<file path="config.mk">
export PLATFORM = sky130hd
export DESIGN_NAME = sha1_message_digest_unit
export DESIGN_NICKNAME = d
export VERILOG_FILES = /design/src/design/sha1md_pkg.sv /design/src/design/sha1md_sched.sv /design/src/design/sha1md_round.sv /design/src/design/sha1_message_digest_unit.sv
export SDC_FILE = /design/constraint.sdc
export NUM_CORES = 2
export LEC_CHECK = 0
export ABC_AREA = 1
export BUFFER_PORTS_ARGS = -buffer_cell sky130_fd_sc_hd__buf_4
export CORE_AREA = 2 2 257 512
export CTS_CLUSTER_SIZE = 20
export DETAILED_ROUTE_END_ITERATION = 10
export DIE_AREA = 0 0 259 514
export SKIP_LAST_GASP = 1
export SYNTH_ARGS = -nofsm -noshare
export SYNTH_HDL_FRONTEND = slang
export SYNTH_HIERARCHICAL = 1
export SYNTH_SLANG_ARGS = --single-unit
</file>
<file path="constraint.sdc">
create_clock -name clk -period 22.4 [get_ports clk]
set_clock_uncertainty 0.2 [all_clocks]
set_input_delay 4.48 -clock clk [delete_from_list [all_inputs] [get_ports clk]]
set_output_delay 4.48 -clock clk [all_outputs]
set_load 0.005 [all_outputs]
</file>
<file path="src/design/sha1md_pkg.sv">
`default_nettype none

package sha1md_pkg;

    localparam int WordW     = 32;
    localparam int NumRounds = 80;
    localparam int RoundW    = 7;
    localparam int FillW     = 4;
    localparam int LenW      = 61;
    localparam int SchedLen  = 16;

    typedef logic [WordW-1:0]  word_t;
    typedef logic [4:0][WordW-1:0] chain_t;

    // element 0 is H0
    localparam chain_t InitChain = {32'hC3D2E1F0, 32'h10325476, 32'h98BADCFE,
                                    32'hEFCDAB89, 32'h67452301};

    localparam word_t K0 = 32'h5A827999;
    localparam word_t K1 = 32'h6ED9EBA1;
    localparam word_t K2 = 32'h8F1BBCDC;
    localparam word_t K3 = 32'hCA62C1D6;

    localparam logic [7:0] PadByte = 8'h80;
    localparam word_t      PadWord = {PadByte, 24'h000000};

    typedef enum logic [4:0] {
        ST_IDLE  = 5'b00001,
        ST_PAD   = 5'b00010,
        ST_ROUND = 5'b00100,
        ST_FIN   = 5'b01000,
        ST_DONE  = 5'b10000
    } state_t;

    // controls for the round unit
    typedef struct packed {
        logic load;
        logic step;
        logic finish;
        logic reinit;
    } rnd_ctl_t;

    // controls for the message schedule
    typedef struct packed {
        logic  push;
        logic  step;
        word_t word;
    } sched_ctl_t;

    function automatic word_t rotl(input word_t v, input int unsigned s);
        rotl = (v << s) | (v >> (WordW - s));
    endfunction

endpackage

`default_nettype wire

</file>
<file path="src/design/sha1md_sched.sv">
`default_nettype none

module sha1md_sched
    import sha1md_pkg::*;
(
    input  wire logic       clk,
    input  wire sched_ctl_t ctl,
    output word_t           wt
);

    word_t w_reg [SchedLen];
    word_t shift_in;
    word_t expand;

    // W[t+16] from the window W[t..t+15]
    assign expand   = rotl(w_reg[13] ^ w_reg[8] ^ w_reg[2] ^ w_reg[0], 1);
    assign shift_in = ctl.push ? ctl.word : expand;
    assign wt       = w_reg[0];

    // shift line: pushes fill from the top, rounds slide the window
    always_ff @(posedge clk)
    begin
        if (ctl.push || ctl.step)
        begin
            for (int i = 0; i < SchedLen - 1; i++)
            begin
                w_reg[i] <= w_reg[i+1];
            end
            w_reg[SchedLen-1] <= shift_in;
        end
    end

endmodule

`default_nettype wire

</file>
<file path="src/design/sha1md_round.sv">
`default_nettype none

module sha1md_round
    import sha1md_pkg::*;
(
    input  wire logic              clk,
    input  wire logic              rst_n,
    input  wire rnd_ctl_t          ctl,
    input  wire logic [RoundW-1:0] round,
    input  wire word_t             wt,
    output chain_t                 chain
);

    chain_t chain_reg;
    word_t  a_reg, b_reg, c_reg, d_reg, e_reg;
    word_t  f_val;
    word_t  k_val;
    word_t  temp;

    // round function and constant by round group
    always_comb
    begin
        if (round < RoundW'(20))
        begin
            f_val = (b_reg & c_reg) | (~b_reg & d_reg);
            k_val = K0;
        end
        else if (round < RoundW'(40))
        begin
            f_val = b_reg ^ c_reg ^ d_reg;
            k_val = K1;
        end
        else if (round < RoundW'(60))
        begin
            f_val = (b_reg & c_reg) | (b_reg & d_reg) | (c_reg & d_reg);
            k_val = K2;
        end
        else
        begin
            f_val = b_reg ^ c_reg ^ d_reg;
            k_val = K3;
        end
    end

    assign temp  = rotl(a_reg, 5) + f_val + e_reg + k_val + wt;
    assign chain = chain_reg;

    // working variables, one round per cycle while ctl.step is set
    always_ff @(posedge clk)
    begin
        if (ctl.load)
        begin
            a_reg <= chain_reg[0];
            b_reg <= chain_reg[1];
            c_reg <= chain_reg[2];
            d_reg <= chain_reg[3];
            e_reg <= chain_reg[4];
        end
        else if (ctl.step)
        begin
            a_reg <= temp;
            b_reg <= a_reg;
            c_reg <= rotl(b_reg, 30);
            d_reg <= c_reg;
            e_reg <= d_reg;
        end
    end

    // chaining value
    always_ff @(posedge clk or negedge rst_n)
    begin
        if (!rst_n)
        begin
            chain_reg <= InitChain;
        end
        else if (ctl.reinit)
        begin
            chain_reg <= InitChain;
        end
        else if (ctl.finish)
        begin
            chain_reg[0] <= chain_reg[0] + a_reg;
            chain_reg[1] <= chain_reg[1] + b_reg;
            chain_reg[2] <= chain_reg[2] + c_reg;
            chain_reg[3] <= chain_reg[3] + d_reg;
            chain_reg[4] <= chain_reg[4] + e_reg;
        end
    end

endmodule

`default_nettype wire

</file>
<file path="src/design/sha1_message_digest_unit.sv">
// SHA-1 message digest unit.
// Input channel (data_valid / data_stall): one big-endian message word per
// item with byte_count and is_last. Words before the last always carry four
// bytes; the last item carries 0 to 4 (counts above four act as four).
// Output channel (digest_valid / digest_stall): one 160-bit digest per
// message, digest_a first. The digest sits in an output register, so the
// next message can be streamed in while a digest waits to be taken.
// Flow: a word that does not finish a block is taken in the cycle it is
// offered. The word that fills a block holds data_stall high while the block
// is compressed: 80 rounds through the single round unit, then the chaining add.
// After the last item the padding words are pushed one per cycle (up to 16)
// followed by one or two compressions, and then the digest is loaded.
// If digest_stall holds a previous digest, a finished message waits in the
// done state with data_stall high until that digest is taken.
// Reset: chaining value returns to the SHA-1 initial values, counts clear,
// no digest is valid and the block is ready for a new message.
`default_nettype none

module sha1_message_digest_unit
    import sha1md_pkg::*;
(
    input  wire logic        clk,
    input  wire logic        rst_n,
    input  wire logic        data_valid,
    output logic             data_stall,
    input  wire logic [31:0] data_word,
    input  wire logic [2:0]  byte_count,
    input  wire logic        is_last,
    output logic             digest_valid,
    input  wire logic        digest_stall,
    output logic [31:0]      digest_a,
    output logic [31:0]      digest_b,
    output logic [31:0]      digest_c,
    output logic [31:0]      digest_d,
    output logic [31:0]      digest_e
);

    state_t              state_reg, state_next;
    logic [RoundW-1:0]   round_cnt_reg, round_cnt_next;
    logic [FillW-1:0]    fill_reg, fill_next;
    logic [LenW-1:0]     bytes_reg, bytes_next;
    logic                extra_reg, extra_next;
    logic                hi_done_reg, hi_done_next;
    logic                lo_done_reg, lo_done_next;
    logic                padding_reg, padding_next;
    logic                dv_reg, dv_next;
    chain_t              digest_reg;

    rnd_ctl_t            rc;
    sched_ctl_t          sc;
    word_t               wt;
    chain_t              chain;
    logic                dig_load;
    logic [2:0]          count_sat;
    word_t               first_word;
    word_t               pad_word;
    logic [63:0]         len_bits;

    sha1md_sched u_sched
    (
        .clk (clk),
        .ctl (sc),
        .wt  (wt)
    );

    sha1md_round u_round
    (
        .clk   (clk),
        .rst_n (rst_n),
        .ctl   (rc),
        .round (round_cnt_reg),
        .wt    (wt),
        .chain (chain)
    );

    // last word: keep leading bytes, append the pad byte
    assign count_sat = (byte_count > 3'd4) ? 3'd4 : byte_count;

    always_comb
    begin
        case (count_sat)
            3'd0:    first_word = PadWord;
            3'd1:    first_word = {data_word[31:24], PadByte, 16'h0000};
            3'd2:    first_word = {data_word[31:16], PadByte, 8'h00};
            3'd3:    first_word = {data_word[31:8], PadByte};
            default: first_word = data_word;
        endcase
    end

    // padding words: deferred pad byte, zeros, then the bit length
    assign len_bits = {bytes_reg, 3'b000};

    always_comb
    begin
        if (extra_reg)
        begin
            pad_word = PadWord;
        end
        else if (fill_reg == FillW'(14))
        begin
            pad_word = len_bits[63:32];
        end
        else if (fill_reg == FillW'(15) && hi_done_reg)
        begin
            pad_word = len_bits[31:0];
        end
        else
        begin
            pad_word = '0;
        end
    end

    // sequencer
    always_comb
    begin
        state_next     = state_reg;
        round_cnt_next = round_cnt_reg;
        fill_next      = fill_reg;
        bytes_next     = bytes_reg;
        extra_next     = extra_reg;
        hi_done_next   = hi_done_reg;
        lo_done_next   = lo_done_reg;
        padding_next   = padding_reg;
        rc             = '0;
        sc             = '0;
        dig_load       = 1'b0;

        case (state_reg)
            ST_IDLE:
            begin
                if (data_valid)
                begin
                    sc.push   = 1'b1;
                    fill_next = fill_reg + 1'b1;
                    if (is_last)
                    begin
                        sc.word      = first_word;
                        bytes_next   = bytes_reg + LenW'(count_sat);
                        extra_next   = (count_sat == 3'd4);
                        padding_next = 1'b1;
                    end
                    else
                    begin
                        sc.word    = data_word;
                        bytes_next = bytes_reg + LenW'(4);
                    end
                    if (fill_reg == FillW'(15))
                    begin
                        rc.load        = 1'b1;
                        round_cnt_next = '0;
                        state_next     = ST_ROUND;
                    end
                    else if (is_last)
                    begin
                        state_next = ST_PAD;
                    end
                end
            end

            ST_PAD:
            begin
                sc.push    = 1'b1;
                sc.word    = pad_word;
                fill_next  = fill_reg + 1'b1;
                extra_next = 1'b0;
                if (!extra_reg && fill_reg == FillW'(14))
                begin
                    hi_done_next = 1'b1;
                end
                if (!extra_reg && fill_reg == FillW'(15) && hi_done_reg)
                begin
                    lo_done_next = 1'b1;
                end
                if (fill_reg == FillW'(15))
                begin
                    rc.load        = 1'b1;
                    round_cnt_next = '0;
                    state_next     = ST_ROUND;
                end
            end

            ST_ROUND:
            begin
                sc.step        = 1'b1;
                rc.step        = 1'b1;
                round_cnt_next = round_cnt_reg + 1'b1;
                if (round_cnt_reg == RoundW'(NumRounds - 1))
                begin
                    state_next = ST_FIN;
                end
            end

            ST_FIN:
            begin
                rc.finish = 1'b1;
                if (lo_done_reg)
                begin
                    state_next = ST_DONE;
                end
                else if (padding_reg)
                begin
                    state_next = ST_PAD;
                end
                else
                begin
                    state_next = ST_IDLE;
                end
            end

            ST_DONE:
            begin
                if (!dv_reg || !digest_stall)
                begin
                    dig_load     = 1'b1;
                    rc.reinit    = 1'b1;
                    bytes_next   = '0;
                    fill_next    = '0;
                    extra_next   = 1'b0;
                    hi_done_next = 1'b0;
                    lo_done_next = 1'b0;
                    padding_next = 1'b0;
                    state_next   = ST_IDLE;
                end
            end

            default:
            begin
                state_next = ST_IDLE;
            end
        endcase
    end

    // output register handshake
    always_comb
    begin
        dv_next = dv_reg;
        if (dig_load)
        begin
            dv_next = 1'b1;
        end
        else if (dv_reg && !digest_stall)
        begin
            dv_next = 1'b0;
        end
    end

    always_ff @(posedge clk or negedge rst_n)
    begin
        if (!rst_n)
        begin
            state_reg     <= ST_IDLE;
            round_cnt_reg <= '0;
            fill_reg      <= '0;
            bytes_reg     <= '0;
            extra_reg     <= 1'b0;
            hi_done_reg   <= 1'b0;
            lo_done_reg   <= 1'b0;
            padding_reg   <= 1'b0;
            dv_reg        <= 1'b0;
        end
        else
        begin
            state_reg     <= state_next;
            round_cnt_reg <= round_cnt_next;
            fill_reg      <= fill_next;
            bytes_reg     <= bytes_next;
            extra_reg     <= extra_next;
            hi_done_reg   <= hi_done_next;
            lo_done_reg   <= lo_done_next;
            padding_reg   <= padding_next;
            dv_reg        <= dv_next;
        end
    end

    // digest payload
    always_ff @(posedge clk)
    begin
        if (dig_load)
        begin
            digest_reg <= chain;
        end
    end

    assign data_stall   = (state_reg != ST_IDLE);
    assign digest_valid = dv_reg;
    assign digest_a     = digest_reg[0];
    assign digest_b     = digest_reg[1];
    assign digest_c     = digest_reg[2];
    assign digest_d     = digest_reg[3];
    assign digest_e     = digest_reg[4];

    // checks
    a_digest_from_done: assert property (@(posedge clk) disable iff (!rst_n)
        $rose(digest_valid) |-> $past(state_reg == ST_DONE))
        else $error("digest raised outside the done state");

    a_round_range: assert property (@(posedge clk) disable iff (!rst_n)
        state_reg == ST_ROUND |-> round_cnt_reg < RoundW'(NumRounds))
        else $error("round counter out of range");

    a_done_block_empty: assert property (@(posedge clk) disable iff (!rst_n)
        state_reg == ST_DONE |-> fill_reg == '0 && hi_done_reg && padding_reg)
        else $error("done with a partly filled block");

    a_digest_held: assert property (@(posedge clk) disable iff (!rst_n)
        digest_valid && digest_stall |=> digest_valid && $stable(digest_a))
        else $error("stalled digest changed");

endmodule

`default_nettype wire
</file>
; ---- Word-level counts from Yosys, hierarchy flattened
; Memories as Yosys holds them, arrays and structs flattened.
; Cells that the tools add are included.
[totals]
register_bits = 562
out_inout_bits = 162
latchBits = 0
romBits = 0
mem_bits_rw = 512
input_bits = 40
n_memories = 1
wordCells = 175
[op_classes]
addsub = 13
reduce_logical = 26
shifts = 0
div_mod_pow = 0
eq_ne = 21
magnitude_cmp = 4
muxes = 70
n_mul = 0
bitwise_logic = 16
[mem_list]
columns = memory, words, word_bits, read_ports, rd_ports_with_merged_regs, write_ports, line_no
row1 = u_sched.w_reg, 16, 32, 16, 0, 16, sha1md_sched.sv:11  ; word_t w_reg [SchedLen];
[ops]
columns = op, n
row1 = $mux W32, 21
row2 = $mux W160, 2
row3 = $add A32 B32 Y32, 9
row4 = $mux W61, 3
row5 = $xor A32 B32 Y32, 5
row6 = $and A32 B32 Y32, 4
row7 = $pmux W32 S4, 1
row8 = $pmux W61 S2, 1
row9 = $or A32 B32 Y32, 3
row10 = $pmux W32 S2, 1
row11 = $add A61 B3 Y61, 1
row12 = $add A61 B3 Y61 const B, 1
row13 = $mux W5, 7
row14 = $not A32 Y32, 1
row15 = $or A32 B1 Y32, 1
row16 = $or A32 B30 Y32, 1
row17 = $or A32 B5 Y32, 1
row18 = $mux W31, 1
row19 = $pmux W5 S5, 1
row20 = $pmux W7 S3, 1
row21 = $mux W1, 18
row22 = $lt A7 B6 Y1 const B, 2
row23 = $mux W7, 2
row24 = $ne A2 B2 Y1 const B, 7
row25 = other kinds (32), 55

; ---- Longest topological paths before layout
[logic_depth]
word_depth = 12
ltp_mapped = 28
depth_no_buf = 27

; ---- Modules after synthesis
; The synthesis kept the hierarchy.
[modules_own_cells]
columns = module, area_each_um2, instances, cells_each, seq_area_each_um2
row1 = sha1md_round, 28929.0, 1, 3996, 8908.5
row2 = sha1md_sched, 18001.0, 1, 1097, 15374.7
row3 = sha1_message_digest_unit, 10864.2, 1, 1111, 6857.8

; ---- Worst setup path before layout
; No wires, ideal clock.
[synth_path]
path_kind = input to register
from = input data_valid
to = memory u_sched/w_reg[0][0] in the netlist's numbering (enable)
stages = 4
t_arrival_ns = 10.989
setup_ns = 0.667
required_ns = 21.533
setup_slack_ns = 10.544
path_buffers = 1
cell_sequence = nand4_4 nand2_1 buf_6 or2_2
[synth_lines]
columns = item, line_no
row1 = "start, declared", sha1_message_digest_unit.sv:24  ; input wire logic data_valid,
row2 = "end, declared", sha1md_sched.sv:11

==> results by group <==
Synthesis
  • Largest family of logic cells by synthesized area: simple AND/OR/NAND/NOR gates
  • Syn_area_per_cell: 9.316 sq um
  • Register area share after synthesis: 53.88%
  • Area fraction in compound gates after synthesis: 9.279%
  • Commonest cells post-synth: 1509 x nand2_1, 934 x inv_1, 832 x edfxtp_1
  • Top-count cell post-synth: nand2_1
  • Synthesized cell area: 0.05779 sq mm
  • Flops & latches, synth: 1074
  • Post-synthesis adder-cell area fraction: 8.673%
  • Synth warn: 6
  • Area leader, netlist: edfxtp_1
  • Yosys cell types: 61
  • Number of enable flip-flop cells after synthesis: 832
  • Post-Synthesis Cells: 6204
  • Top FF cell, synth: edfxtp_1
  • Post-synthesis simple-gate area fraction: 19.43%
  • Mux contribution to synthesized area: 0%
  • Post-synthesis async set-or-reset flop share: 22.53%
  • Syn_nets: 6569
  • Post-Synth XOR/XNOR Area: 1.273%
  • Synth top area share: 43.23%
  • Ranking of synthesized cells by area: edfxtp_1 43%, nand2_1 9.8%, dfrtp_1 7.0%

Global route
  • Pin count of the biggest net entering global routing: 213
  • Initial antenna violation count: 9
  • Overall global routing resource usage: 35.05%
  • Grt ovf: 0
  • First-pass GRT wire length: 324300 um
  • Number of global-route vias before repair: 46250

Layout
  • Synth-to-layout area growth: 11.41%
  • NumNets Final: 6771
  • Layout cells sized above 1: 9.028%
  • Largest register FFs: 512

Worst hold path
  • Worst Hold Depth: 0
  • HP Class: reg -> reg
  • Hold Path Sink: u_sched/w_reg[0][11]$_DFFE_PP_
  • Hold Crit Start: u_sched/w_reg[0][43]$_DFFE_PP_

Die
  • Ports: 202
  • Die W: 259 um
  • Core area: 0.1294 sq mm
  • Die height: 514 um
  • Initial Utilization: 44.67%
  • Die area: 0.1331 sq mm
  • FP Rows: 187

Clocking
  • CTS clk-pin slew, worst paths: 0.07 ns
  • Post-CTS Setup Bufs: 0
  • Post-CTS sizing: 0
  • Clock Path Buffers: 3
  • CTS tree: yes
  • CTS Hold Bufs: 0
  • Clock buffer count from CTS: 99
  • Clock sinks: 1074
  • Worst skew pair latency: 0.75 ns
  • H-tree depth: 3
  • Root buf cell: clkbuf_16

Worst setup path
  • CP top delay family: buffers and inverters
  • Worst reg2reg path startpoint: round_cnt_reg[3]$_DFFE_PN0P_
  • Critical Path, Cell by Cell: buf_4 > nand4_4 > nand2_1 > buf_4 > or2_4 > buf_4 > buf_4 > buf_4
  • Worst Reg-to-Reg Cells: 18
  • Worst-path fanout max: 95
  • CP Class: in -> reg
  • Reg2reg end: u_round/a_reg[22]$_DFFE_PP_
  • Crit path DAT: 8.82 ns
  • Internal reg-to-reg setup slack: 15.06 ns
  • Most used cell along the critical path: buf_4
  • Worst setup SP type: input port
  • Largest stage delay, worst path: 0.98 ns
  • Crit-path slowest cell: buf_4
  • CP endpoint kind: flip-flop
  • CP required: 22.56 ns
  • Buf/Inv on CP: 5

Drt
  • First-pass DRT Iterations: 8
  • Vias per cell: 5.546
  • Routed Antenna Nets: 0
  • WL final: 232700 um
  • DRC errors left: 0
  • DR iter-0 viols: 3508
  • WL per Instance: 28.40 um
  • Via Count: 45450

Run
  • Max Cap Viol: 1

Timing
  • Hold Violations, Final: 0
  • Crit share post-route: 38.67%
  • Fin worst setup slack: 13.74 ns
  • Worst slew pin tran: 1.491 ns
  • Tmin final: 8.662 ns
  • Rel. slew slack: 0.2538%
  • Unrepaired setup endpoints after global routing: no
  • Sum Neg Setup Slack: 0 ns
  • Pins Over Slew Limit: 0
  • Fin Hold WS: 0.1936 ns
  • Highest Clock Rate: 115.5 MHz
  • Setup-failing EPs final: 0

Placed design
  • DP Worst Slack: 12.85 ns
  • Port buffer count: 201
  • Routability congestion estimate: 1.033
  • Hpwl dp: 179600 um

Status
  • Status: finished with violations
  • Violated checks: max-capacitance violations
through the flow:
| step | instance area (sq um) | instances | utilization [%] |
|---|---|---|---|
| after global placement | 61060 | 8004 | 47.19 |
| after global routing | 64380 | 8193 | 49.76 |
| after detailed placement | 61060 | 8004 | 47.19 |
| after floorplan | 57790 | 6204 | - |
| final | 64390 | 8195 | 49.76 |
| after CTS | 64350 | 8190 | 49.73 |
metal layers:
metal  global-route usage [%]  vias up  wire length, um
li1                         -    20980                -
met1                    30.83    22020            69850
met2                    63.58     1659           120700
met3                    5.703      795            11040
met4                    38.32        6            31100
met5                        0        -               37
worst max path at each step:
stage	start	endpoint	slack, ns	depth (start not counted)
5_1_grt	data_valid	u_sched/w_reg[0][251]$_DFFE_PP_	13.38	8
3_5_place_dp	data_valid	u_sched/w_reg[1][120]$_DFFE_PP_	12.85	8
6_report	data_valid	u_sched/w_reg[1][220]$_DFFE_PP_	13.74	8
4_1_cts	data_valid	u_sched/w_reg[1][120]$_DFFE_PP_	13.71	8
2_1_floorplan	data_valid	u_sched/w_reg[0][0]$_DFFE_PP_	10.54	4
3_3_place_gp	data_valid	u_sched/w_reg[1][158]$_DFFE_PP_	13.03	8
kinds of logic after synthesis:
group                    after synthesis
adder cells (fa/ha/maj)              325
AO/OA/AOI/OAI                        966
AND/OR/NAND/NOR                     2667
buffers and inverters               1088
flip-flops                          1074
XOR/XNOR                              84
area by class of cell:
class,instances,area (sq um)
fillers,12280,65000
flip-flops and latches,1074,31140
multi-input cells,4042,22380
inverters,949,3581
clock buffers,125,2605
well taps,1701,2128
repair buffers,240,1864
clock inverters,61,683.2
diodes,3,7.507
cells in the final DEF (no fill, tap or decap), types with 161 or more instances in the layout:
master | Yosys | layout
ha_1 | 199 | 199
nor2_1 | 562 | 556
nand2_1 | 1509 | 1509
a21oi_1 | 308 | 308
buf_4 | 35 | 234
inv_1 | 934 | 932
dfrtp_1 | 161 | 161
edfxtp_1 | 832 | 832
nand3_1 | 347 | 347
o21ai_0 | 396 | 396
Power is left out: the tool's default activity adds up to more than one toggle a clock period on the data nets, which glitch-free logic cannot reach.
